<file path="src/rtl/unicycle_pose_integrator_assert.svh">
// Assertion macros shared by the pose integrator RTL.
`ifndef UNICYCLE_POSE_INTEGRATOR_ASSERT_SVH
`define UNICYCLE_POSE_INTEGRATOR_ASSERT_SVH

// Implication checked at every clock edge outside reset.
`define UPI_ASSERT_IMP(lbl, clk, rstn, ante, cons, msg) \
	lbl: assert property (@(posedge clk) disable iff (!rstn) (ante) |-> (cons)) \
		else $error(msg);

// Invariant checked at every clock edge outside reset.
`define UPI_ASSERT_ALWAYS(lbl, clk, rstn, expr, msg) \
	lbl: assert property (@(posedge clk) disable iff (!rstn) (expr)) \
		else $error(msg);

`endif

</file>
<file path="src/rtl/upi_pkg.sv">
// Shared widths and sideband types of the pose integrator pipeline.
`default_nettype none
package upi_pkg;
	localparam int ANG_W        = 38;
	localparam int Z_W          = 33;
	localparam int XY_W         = 33;
	localparam int DIST_W       = 33;
	localparam int DEN_W        = 21;
	localparam int NUM_W        = 44;
	localparam int DS_W         = 28;
	localparam int CORDIC_STEPS = 30;

	typedef struct packed {
		logic signed [31:0]       x0;
		logic signed [31:0]       y0;
		logic signed [15:0]       h;
		logic signed [23:0]       v;
		logic [DEN_W-1:0]         aw;
		logic                     w_neg;
		logic                     straight;
		logic signed [DIST_W-1:0] travel;
		logic signed [15:0]       heading_arc;
	} trig_tag_t;

	typedef struct packed {
		logic signed [31:0]     x0;
		logic signed [31:0]     y0;
		logic signed [15:0]     h;
		logic signed [15:0]     heading_arc;
		logic                   straight;
		logic signed [DS_W-1:0] dxs;
		logic signed [DS_W-1:0] dys;
		logic                   neg_x;
		logic                   neg_y;
	} div_tag_t;
endpackage
`default_nettype wire

</file>
<file path="src/rtl/upi_front.sv">
// Front end: twist products, angle wrapping into [-pi, pi] and quadrant fold.
`default_nettype none
`include "unicycle_pose_integrator_assert.svh"
module upi_front (
	input  logic                              clk,
	input  logic                              arst_n,
	input  logic                              in_valid,
	input  logic signed [31:0]                start_x,
	input  logic signed [31:0]                start_y,
	input  logic signed [15:0]                start_heading,
	input  logic signed [23:0]                linear_speed,
	input  logic signed [20:0]                turn_rate,
	input  logic [15:0]                       time_step,
	input  logic [19:0]                       rate_limit,
	output logic                              out_valid,
	output logic signed [upi_pkg::Z_W-1:0]    z_a,
	output logic signed [upi_pkg::Z_W-1:0]    z_b,
	output logic                              flip_a,
	output logic                              flip_b,
	output upi_pkg::trig_tag_t                tag
);
	typedef logic signed [upi_pkg::ANG_W-1:0] ang_t;

	localparam ang_t ANG_PI      = 38'sd3373259426;
	localparam ang_t ANG_HALF_PI = 38'sd1686629713;
	localparam ang_t TWO_PI_X1   = 38'sd6746518852;
	localparam ang_t TWO_PI_X2   = 38'sd13493037704;
	localparam ang_t TWO_PI_X4   = 38'sd26986075408;
	localparam ang_t HEAD_RND    = 38'sd65536;
	localparam logic signed [upi_pkg::Z_W-1:0] HALF_PI_Z = 33'sd1686629713;

	// Removes m full turns when that keeps the angle above -pi (or adds them
	// when that keeps it below pi), so three steps cover up to seven turns.
	function automatic ang_t wrap_step(input ang_t a, input ang_t m2pi);
		ang_t r;
		if ((a - m2pi) > -ANG_PI) begin
			r = a - m2pi;
		end else if ((a + m2pi) < ANG_PI) begin
			r = a + m2pi;
		end else begin
			r = a;
		end
		return r;
	endfunction

	logic [upi_pkg::DEN_W-1:0] w_abs;
	logic signed [37:0]        wdt;
	logic signed [40:0]        vdt;
	ang_t                      h30;
	upi_pkg::trig_tag_t        tag_c;

	assign w_abs = turn_rate[20] ? (~turn_rate + 21'd1) : turn_rate;
	assign wdt   = turn_rate * $signed({1'b0, time_step});
	assign vdt   = linear_speed * $signed({1'b0, time_step});
	assign h30   = {{5{start_heading[15]}}, start_heading, 17'd0};

	always_comb begin
		tag_c             = '0;
		tag_c.x0          = start_x;
		tag_c.y0          = start_y;
		tag_c.h           = start_heading;
		tag_c.v           = linear_speed;
		tag_c.aw          = w_abs;
		tag_c.w_neg       = turn_rate[20];
		tag_c.straight    = (w_abs < {1'b0, rate_limit}) || (turn_rate == 21'sd0);
		tag_c.travel      = vdt[40:8];
	end

	logic               v_s1, v_s2, v_s3, v_s4, v_s5;
	ang_t               a_s1, b_s1, a_s2, b_s2, a_s3, b_s3, a_s4, b_s4;
	upi_pkg::trig_tag_t tag_s1, tag_s2, tag_s3, tag_s4, tag_s5;
	logic signed [upi_pkg::Z_W-1:0] za_s5, zb_s5;
	logic               fa_s5, fb_s5;

	always_ff @(posedge clk or negedge arst_n) begin
		if (!arst_n) begin
			v_s1 <= 1'b0;
			v_s2 <= 1'b0;
			v_s3 <= 1'b0;
			v_s4 <= 1'b0;
			v_s5 <= 1'b0;
		end else begin
			v_s1 <= in_valid;
			v_s2 <= v_s1;
			v_s3 <= v_s2;
			v_s4 <= v_s3;
			v_s5 <= v_s4;
		end
	end

	always_ff @(posedge clk) begin
		a_s1   <= h30;
		b_s1   <= h30 + (wdt >>> 2);
		tag_s1 <= tag_c;
		a_s2   <= wrap_step(a_s1, TWO_PI_X4);
		b_s2   <= wrap_step(b_s1, TWO_PI_X4);
		tag_s2 <= tag_s1;
		a_s3   <= wrap_step(a_s2, TWO_PI_X2);
		b_s3   <= wrap_step(b_s2, TWO_PI_X2);
		tag_s3 <= tag_s2;
		a_s4   <= wrap_step(a_s3, TWO_PI_X1);
		b_s4   <= wrap_step(b_s3, TWO_PI_X1);
		tag_s4 <= tag_s3;
	end

	ang_t               a_fold, b_fold, b_head;
	logic               a_flip, b_flip;
	upi_pkg::trig_tag_t tag_f;

	// Fold into [-pi/2, pi/2]; the rotation result is negated later.
	always_comb begin
		a_flip = 1'b1;
		b_flip = 1'b1;
		if (a_s4 > ANG_HALF_PI) begin
			a_fold = a_s4 - ANG_PI;
		end else if (a_s4 < -ANG_HALF_PI) begin
			a_fold = a_s4 + ANG_PI;
		end else begin
			a_fold = a_s4;
			a_flip = 1'b0;
		end
		if (b_s4 > ANG_HALF_PI) begin
			b_fold = b_s4 - ANG_PI;
		end else if (b_s4 < -ANG_HALF_PI) begin
			b_fold = b_s4 + ANG_PI;
		end else begin
			b_fold = b_s4;
			b_flip = 1'b0;
		end
		b_head            = b_s4 + HEAD_RND;
		tag_f             = tag_s4;
		tag_f.heading_arc = b_head[32:17];
	end

	always_ff @(posedge clk) begin
		za_s5  <= a_fold[upi_pkg::Z_W-1:0];
		zb_s5  <= b_fold[upi_pkg::Z_W-1:0];
		fa_s5  <= a_flip;
		fb_s5  <= b_flip;
		tag_s5 <= tag_f;
	end

	assign out_valid = v_s5;
	assign z_a       = za_s5;
	assign z_b       = zb_s5;
	assign flip_a    = fa_s5;
	assign flip_b    = fb_s5;
	assign tag       = tag_s5;

	`UPI_ASSERT_IMP(a_fold_range, clk, arst_n, v_s5,
		za_s5 <= HALF_PI_Z && za_s5 >= -HALF_PI_Z && zb_s5 <= HALF_PI_Z && zb_s5 >= -HALF_PI_Z,
		"folded angle outside half turn")
endmodule
`default_nettype wire

</file>
<file path="config.mk">
export PLATFORM = sky130hd
export DESIGN_NAME = upi_front
export DESIGN_NICKNAME = d
export VERILOG_FILES = /design/src/rtl/upi_pkg.sv /design/src/rtl/upi_front.sv
export VERILOG_INCLUDE_DIRS = /design/src /design/src/rtl
export SDC_FILE = /design/constraint.sdc
export NUM_CORES = 2
export LEC_CHECK = 0
export ABC_AREA = 0
export CORE_MARGIN = 5
export CORE_UTILIZATION = 70
export CTS_CLUSTER_DIAMETER = 50
export CTS_CLUSTER_SIZE = 16
export DETAILED_ROUTE_END_ITERATION = 16
export DONT_BUFFER_PORTS = 1
export GPL_TIMING_DRIVEN = 0
export HOLD_SLACK_MARGIN = 0.02
export PLACE_DENSITY = 0.91
export SKIP_LAST_GASP = 1
export SYNTH_ARGS = -nofsm -noshare
export SYNTH_HDL_FRONTEND = slang
export SYNTH_SLANG_ARGS = --single-unit
</file>
<file path="constraint.sdc">
create_clock -name clk -period 10.85 [get_ports clk]
set_clock_uncertainty 0.05 [all_clocks]
set_input_delay 2.17 -clock clk [delete_from_list [all_inputs] [get_ports clk]]
set_output_delay 2.17 -clock clk [all_outputs]
set_load 0.02 [all_outputs]
</file>
# After elaboration in Yosys (flattened, before gate mapping)
# Cells that the tools add are included.
dict set report totals {
  reg_bits 1170
  latch_bits 0
  ramBits 0
  romBits 0
  output_inout_bits 245
  wordCells 118
  memories 0
}
dict set report op_classes {
  addsub 19
  mul 2
  n_div 0
  magnitude_cmp 17
  eq_ne 0
  shift 0
  muxes 19
  bitwise 1
  n_reduce_logical 2
}
# operator n
set op_table {}
lappend op_table {{$mux 38} 12}
lappend op_table {{$gt 38x33->1 const B} 6}
lappend op_table {{$lt 38x33->1 const B} 6}
lappend op_table {{$mux 33} 4}
lappend op_table {{$add 38x34->38 const B} 2}
lappend op_table {{$add 38x35->38 const B} 2}
lappend op_table {{$gt 38x32->1 const B} 2}
lappend op_table {{$lt 38x32->1 const B} 2}
lappend op_table {{$sub 38x34->38 const B} 2}
lappend op_table {{$sub 38x35->38 const B} 2}
lappend op_table {{$add 33x33->33 const B} 2}
lappend op_table {{$sub 33x33->33 const B} 2}
lappend op_table {{$mul 24x17->41} 1}
lappend op_table {{$add 37x36->38 const B} 1}
lappend op_table {{$mul 21x17->38} 1}
lappend op_table {{$sub 37x36->38 const B} 1}
lappend op_table {{$add 33x36->37} 1}
lappend op_table {{$add 33x36->37 const B} 1}
lappend op_table {{$sub 33x36->37 const B} 1}
lappend op_table {{$add 33x18->33 const B} 1}
lappend op_table {{$add 21x1->21 const B} 1}
lappend op_table {{$logic_not 21->1} 1}
lappend op_table {{$lt 21x20->1} 1}
lappend op_table {{$mux 21} 1}
lappend op_table {{3 further kinds} 4}

# Logic depth before layout (Yosys ltp)
dict set report logic_depth {
  ltp_word 5
  depth_mapped 39
  mapped_depth_nobuf 37
}

# Least setup slack after synthesis
# No wires, ideal clock.
dict set report synth_path {
  path_kind {in2reg}
  start {input turn_rate[5]}
  end {register b_s1[35]}
  setup_time_ps 127
  arrival_time_ps 9708
  required_ps 10673
  setup_slack_ps 964
  path_stages 38
  path_cell_list {clkbuf_1 clkbuf_1 nand2_1 fa_1 inv_1 fa_1 inv_1 fa_1 inv_1 fa_1 fa_1 inv_1 fa_1 inv_1 ha_1 and3_1 nand2_1 nor3_1 (+2 left out) nand2b_1 a21oi_1 nor2b_1 o21ai_0 nand2b_1 xnor2_1 fa_1 nor2b_1 o21ai_0 a21oi_1 o21ai_0 a21oi_1 o2111a_1 nor2_1 a211oi_1 a41o_1 o41ai_1 xnor2_1}
}
dict set report synth_between {
  elab_chain_cells 2
}
# element line
set synth_rtl {}
lappend synth_rtl {{start, declared} upi_front.sv:12} ;# input logic signed [20:0] turn_rate,
lappend synth_rtl {{$mul 21x17->38} upi_front.sv:53} ;# assign wdt = turn_rate * $signed({1'b0, time_step});
lappend synth_rtl {{$add 33x36->37} upi_front.sv:93} ;# b_s1 <= h30 + (wdt >>> 2);
lappend synth_rtl {{end signal, assigned} upi_front.sv:93}
lappend synth_rtl {{end, declared} upi_front.sv:70} ;# ang_t a_s1, b_s1, a_s2, b_s2, a_s3, b_s3, a_s4, b_s4;
# Every way passes these cells.
# A chain may end at the register's enable or synchronous reset.

# Worst setup path after layout
dict set report layout_path {
  start {input time_step[13]}
  end {register b_s1[35]}
}
dict set report layout_between {
  elab_chain_cells 2
}
# element line
set layout_rtl {}
lappend layout_rtl {{start, declared} upi_front.sv:13} ;# input logic [15:0] time_step,
lappend layout_rtl {{$mul 21x17->38} upi_front.sv:53}
lappend layout_rtl {{$add 33x36->37} upi_front.sv:93}
# Every way passes these cells.

==> results.json <==
{
  "worst_setup_hold_path_clk_slew_ns": 0.07,
  "rr_endpoint": "b_s2[27]",
  "cts_buffer_depth": 3,
  "routed_wire_length_per_instance_um": 23.2,
  "route.vias.total": 49700,
  "detail-route-antenna-nets": 0,
  "timing.final.ws_setup_ns": 0.204,
  "fin_nets": 7858,
  "layout_worst_path_cycle_share_pct": 98.1,
  "drc_errors": 0,
  "postRouteWirelength_um": 185000,
  "clk_root_buffer_cell": "sky130_fd_sc_hd__clkbuf_16",
  "floorplan.core_area_um2": 91500,
  "maxSlewHeadroom_pct": 12.2,
  "synth_area_per_cell_um2": 9.74,
  "grt_use_total_pct": 37.2,
  "timing.critical_path.required_ns": 11.33,
  "setup_repair_after_global_routing_missed_its_margin": "true",
  "critical_path.max_fanout": 10,
  "cts.sink_count": 1104,
  "share_of_layout_cells_above_drive_strength_1_pct": 5.54,
  "detailedRoute.firstPassIterationCount": 9,
  "clock_tree_from_tritoncts": "built",
  "critPathCaptureType": "flop",
  "critPathArrivalTime_ns": 11.12,
  "clock_latency_ns": 0.72,
  "synth_seq_cells": 1104,
  "grt_pass1_vias": 51500,
  "drtIter0Drc": 5507,
  "max_freq_mhz": 93.9,
  "synth_seq_area_share_pct": 34.3,
  "post-cts-setup-buffers": 0,
  "outcome": "finished clean",
  "boundaryPins": 409,
  "largest_net_degree_at_the_start_of_global_routing": 18,
  "grt_antenna_before_repair": 19,
  "final_hold_viol_count": 0,
  "timing.hold.worst.class": "reg -> reg",
  "cts-buffers-inserted": 96,
  "synth-async-reset-ratio_pct": 0.453,
  "overflow": 0,
  "hpwl_um": 138000,
  "min_to": "tag_s2[56]",
  "routability_congestion_estimate_from_global_placement": 1.03,
  "number_of_cells_on_the_worst_hold_path": 0,
  "dp_slack_ns": -1.09,
  "internal_reg_to_reg_setup_slack_ns": 5.71,
  "synth-main-ff-cell": "sky130_fd_sc_hd__dfxtp_1",
  "synth-edff-count": 0,
  "maxCapViolations": 0,
  "num_rows": 111,
  "routed_via_density": 6.23,
  "die_width_um": 313,
  "timing.final.setup_violations": 0,
  "dieArea_um2": 98300,
  "setup_total_negative_slack_ns": 0,
  "post_cts.resized_instances": 18,
  "mappedNetlistArea_um2": 64500,
  "synth-warning-count": 0,
  "grt_pass1_wl_um": 288000,
  "areaGrowthSynthToFinish_pct": 7.32,
  "cts_max_level": 3,
  "worst_min_path_start": "tag_s1[56]",
  "synth.lib_cells_used.distinct": 123,
  "port-buffer-count": 0,
  "die_y_um": 313,
  "setup.worst_path.start_class": "input port",
  "final_report_max_slew_violation_count": 0,
  "syn_inst": 6617,
  "worstSetupPathType": "in -> reg",
  "postCtsHoldBufs": 0,
  "rr_worst_depth": 14,
  "starting_density_of_the_core_pct": 70.4,
  "minimum_clock_period_after_layout_ns": 10.65,
  "max_slew.worst_pin.slew_ns": 1.32,
  "worstReg2RegStart": "b_s1[5]"
}
==> final cells by class <==
cell class	count	area [um2]
clock inverter	40	603
fill	5984	22300
inverter	959	3600
clock buffer	103	2450
sequential	1104	22100
multi-input combinational	4178	37200
buffer	385	1670
tap	1186	1480
antenna	19	47.5
==> cell usage after synthesis (61+ instances only) <==
cell type                  number  area share [%]
sky130_fd_sc_hd__xnor2_1      254             3.5
sky130_fd_sc_hd__nand3_1       95            0.74
sky130_fd_sc_hd__a21oi_1      197             1.5
sky130_fd_sc_hd__fa_1         711              22
sky130_fd_sc_hd__xor2_1       119             1.6
sky130_fd_sc_hd__o21ai_0      175             1.4
sky130_fd_sc_hd__and2_1       328             3.2
sky130_fd_sc_hd__a21o_1        61            0.71
sky130_fd_sc_hd__nor2_1       249             1.4
sky130_fd_sc_hd__clkbuf_1     312             1.8
sky130_fd_sc_hd__nand2_1      653             3.8
sky130_fd_sc_hd__ha_1         259             5.0
sky130_fd_sc_hd__a31oi_1       76            0.74
sky130_fd_sc_hd__dfxtp_1     1099              34
sky130_fd_sc_hd__inv_1        952             5.5
sky130_fd_sc_hd__nor3_1       108            0.84
==> per-stage QoR <==
step | hold WS [ns] | std cells | area [um2] | utilization [%]
after global routing | 0.248 | 7958 | 69100 | 75.5
after CTS | 0.244 | 7955 | 69100 | 75.5
after detailed placement | 0.262 | 7812 | 66000 | 72.1
final | 0.245 | 7974 | 69200 | 75.6
after global placement | 0.259 | 7812 | 66000 | 72.1
after floorplan | 0.260 | 6626 | 64500 | -
==> cells in the final DEF, fill, tap and decap left out, types with 39 or more instances in the layout <==
master	n
sky130_fd_sc_hd__a21o_1	61
sky130_fd_sc_hd__a21oi_1	197
sky130_fd_sc_hd__a31oi_1	76
sky130_fd_sc_hd__and2_1	328
sky130_fd_sc_hd__buf_2	42
sky130_fd_sc_hd__clkbuf_1	260
sky130_fd_sc_hd__clkbuf_16	96
sky130_fd_sc_hd__clkbuf_2	51
sky130_fd_sc_hd__dfxtp_1	1099
sky130_fd_sc_hd__fa_1	711
sky130_fd_sc_hd__ha_1	259
sky130_fd_sc_hd__inv_1	952
sky130_fd_sc_hd__nand2_1	653
sky130_fd_sc_hd__nand3_1	95
sky130_fd_sc_hd__nand4_1	40
sky130_fd_sc_hd__nor2_1	249
sky130_fd_sc_hd__nor2b_1	44
sky130_fd_sc_hd__nor3_1	108
sky130_fd_sc_hd__o21a_1	39
sky130_fd_sc_hd__o21ai_0	175
sky130_fd_sc_hd__xnor2_1	253
sky130_fd_sc_hd__xor2_1	119
==> registers in the layout, summed over array words and instances (netlist names), 16 cells and up <==
name	flops
a_s2	16
a_s3	30
b_s1	37
a_s4	36
tag_s1	160
tag_s2	144
b_s2	38
b_s3	38
tag	176
z_a	32
b_s4	38
tag_f	160
z_b	33
tag_s3	160
==> kinds of logic (layout without fill, tap and decap cells) <==
kind of cell	count (synthesis)	after routing	synth area share, %
DFF	1104	1104	34.3
xor gates and xnor gates	373	373	5.07
AOI/OAI and AO/OA	1004	1004	11.0
buffers and inverters	1344	1487	8.04
muxes	28	28	0.452
other	1	29	0.00582
and+or+nand+nor	1793	1793	14.0
adders and majority gates	970	970	27.1
==> critical path: stages <==
cell and delay (ns):
sky130_fd_sc_hd__clkbuf_2 0.34, sky130_fd_sc_hd__clkbuf_1 0.88, sky130_fd_sc_hd__and2_1 0.30, sky130_fd_sc_hd__fa_1 0.45, sky130_fd_sc_hd__fa_1 0.49, sky130_fd_sc_hd__fa_1 0.52, sky130_fd_sc_hd__fa_1 0.53, sky130_fd_sc_hd__fa_1 0.56
sky130_fd_sc_hd__inv_1 0.06, sky130_fd_sc_hd__fa_1 0.59, sky130_fd_sc_hd__inv_1 0.06, sky130_fd_sc_hd__ha_1 0.36, sky130_fd_sc_hd__a211oi_1 0.30, sky130_fd_sc_hd__o21ai_0 0.22, sky130_fd_sc_hd__a211oi_1 0.24, sky130_fd_sc_hd__o21ai_0 0.24
sky130_fd_sc_hd__a31oi_1 0.43, sky130_fd_sc_hd__a211oi_1 0.16, sky130_fd_sc_hd__a211oi_1 0.39, sky130_fd_sc_hd__xnor2_1 0.28, sky130_fd_sc_hd__ha_1 0.40, sky130_fd_sc_hd__nand3_1 0.12, sky130_fd_sc_hd__nand2_1 0.09, sky130_fd_sc_hd__a41o_1 0.25
sky130_fd_sc_hd__o41ai_1 0.44, sky130_fd_sc_hd__xnor2_2 0.24
==> worst max path at each step <==
| stage | cells past startpoint | slack (ns) | to | from |
|---|---|---|---|---|
| after floorplan | 38 | 0.96 | b_s1[35] | turn_rate[5] |
| after global placement | 38 | -0.90 | b_s1[35] | time_step[9] |
| after detailed placement | 37 | -1.09 | b_s1[35] | time_step[9] |
| after CTS | 37 | 0.04 | b_s1[35] | time_step[10] |
| after global routing | 37 | -0.03 | b_s1[35] | time_step[11] |
| final | 26 | 0.20 | b_s1[35] | time_step[13] |
==> per-layer routing <==
layer	up-vias	track usage [%]	wire length, um
met1	23900	44.7	64600
met3	1073	10.7	20900
met5	-	0	39
li1	21500	-	-
met2	3322	60.7	86000
met4	6	20.8	13500
Power is left out: the tool's default activity adds up to more than one toggle a clock period on the data nets, which glitch-free logic cannot reach.
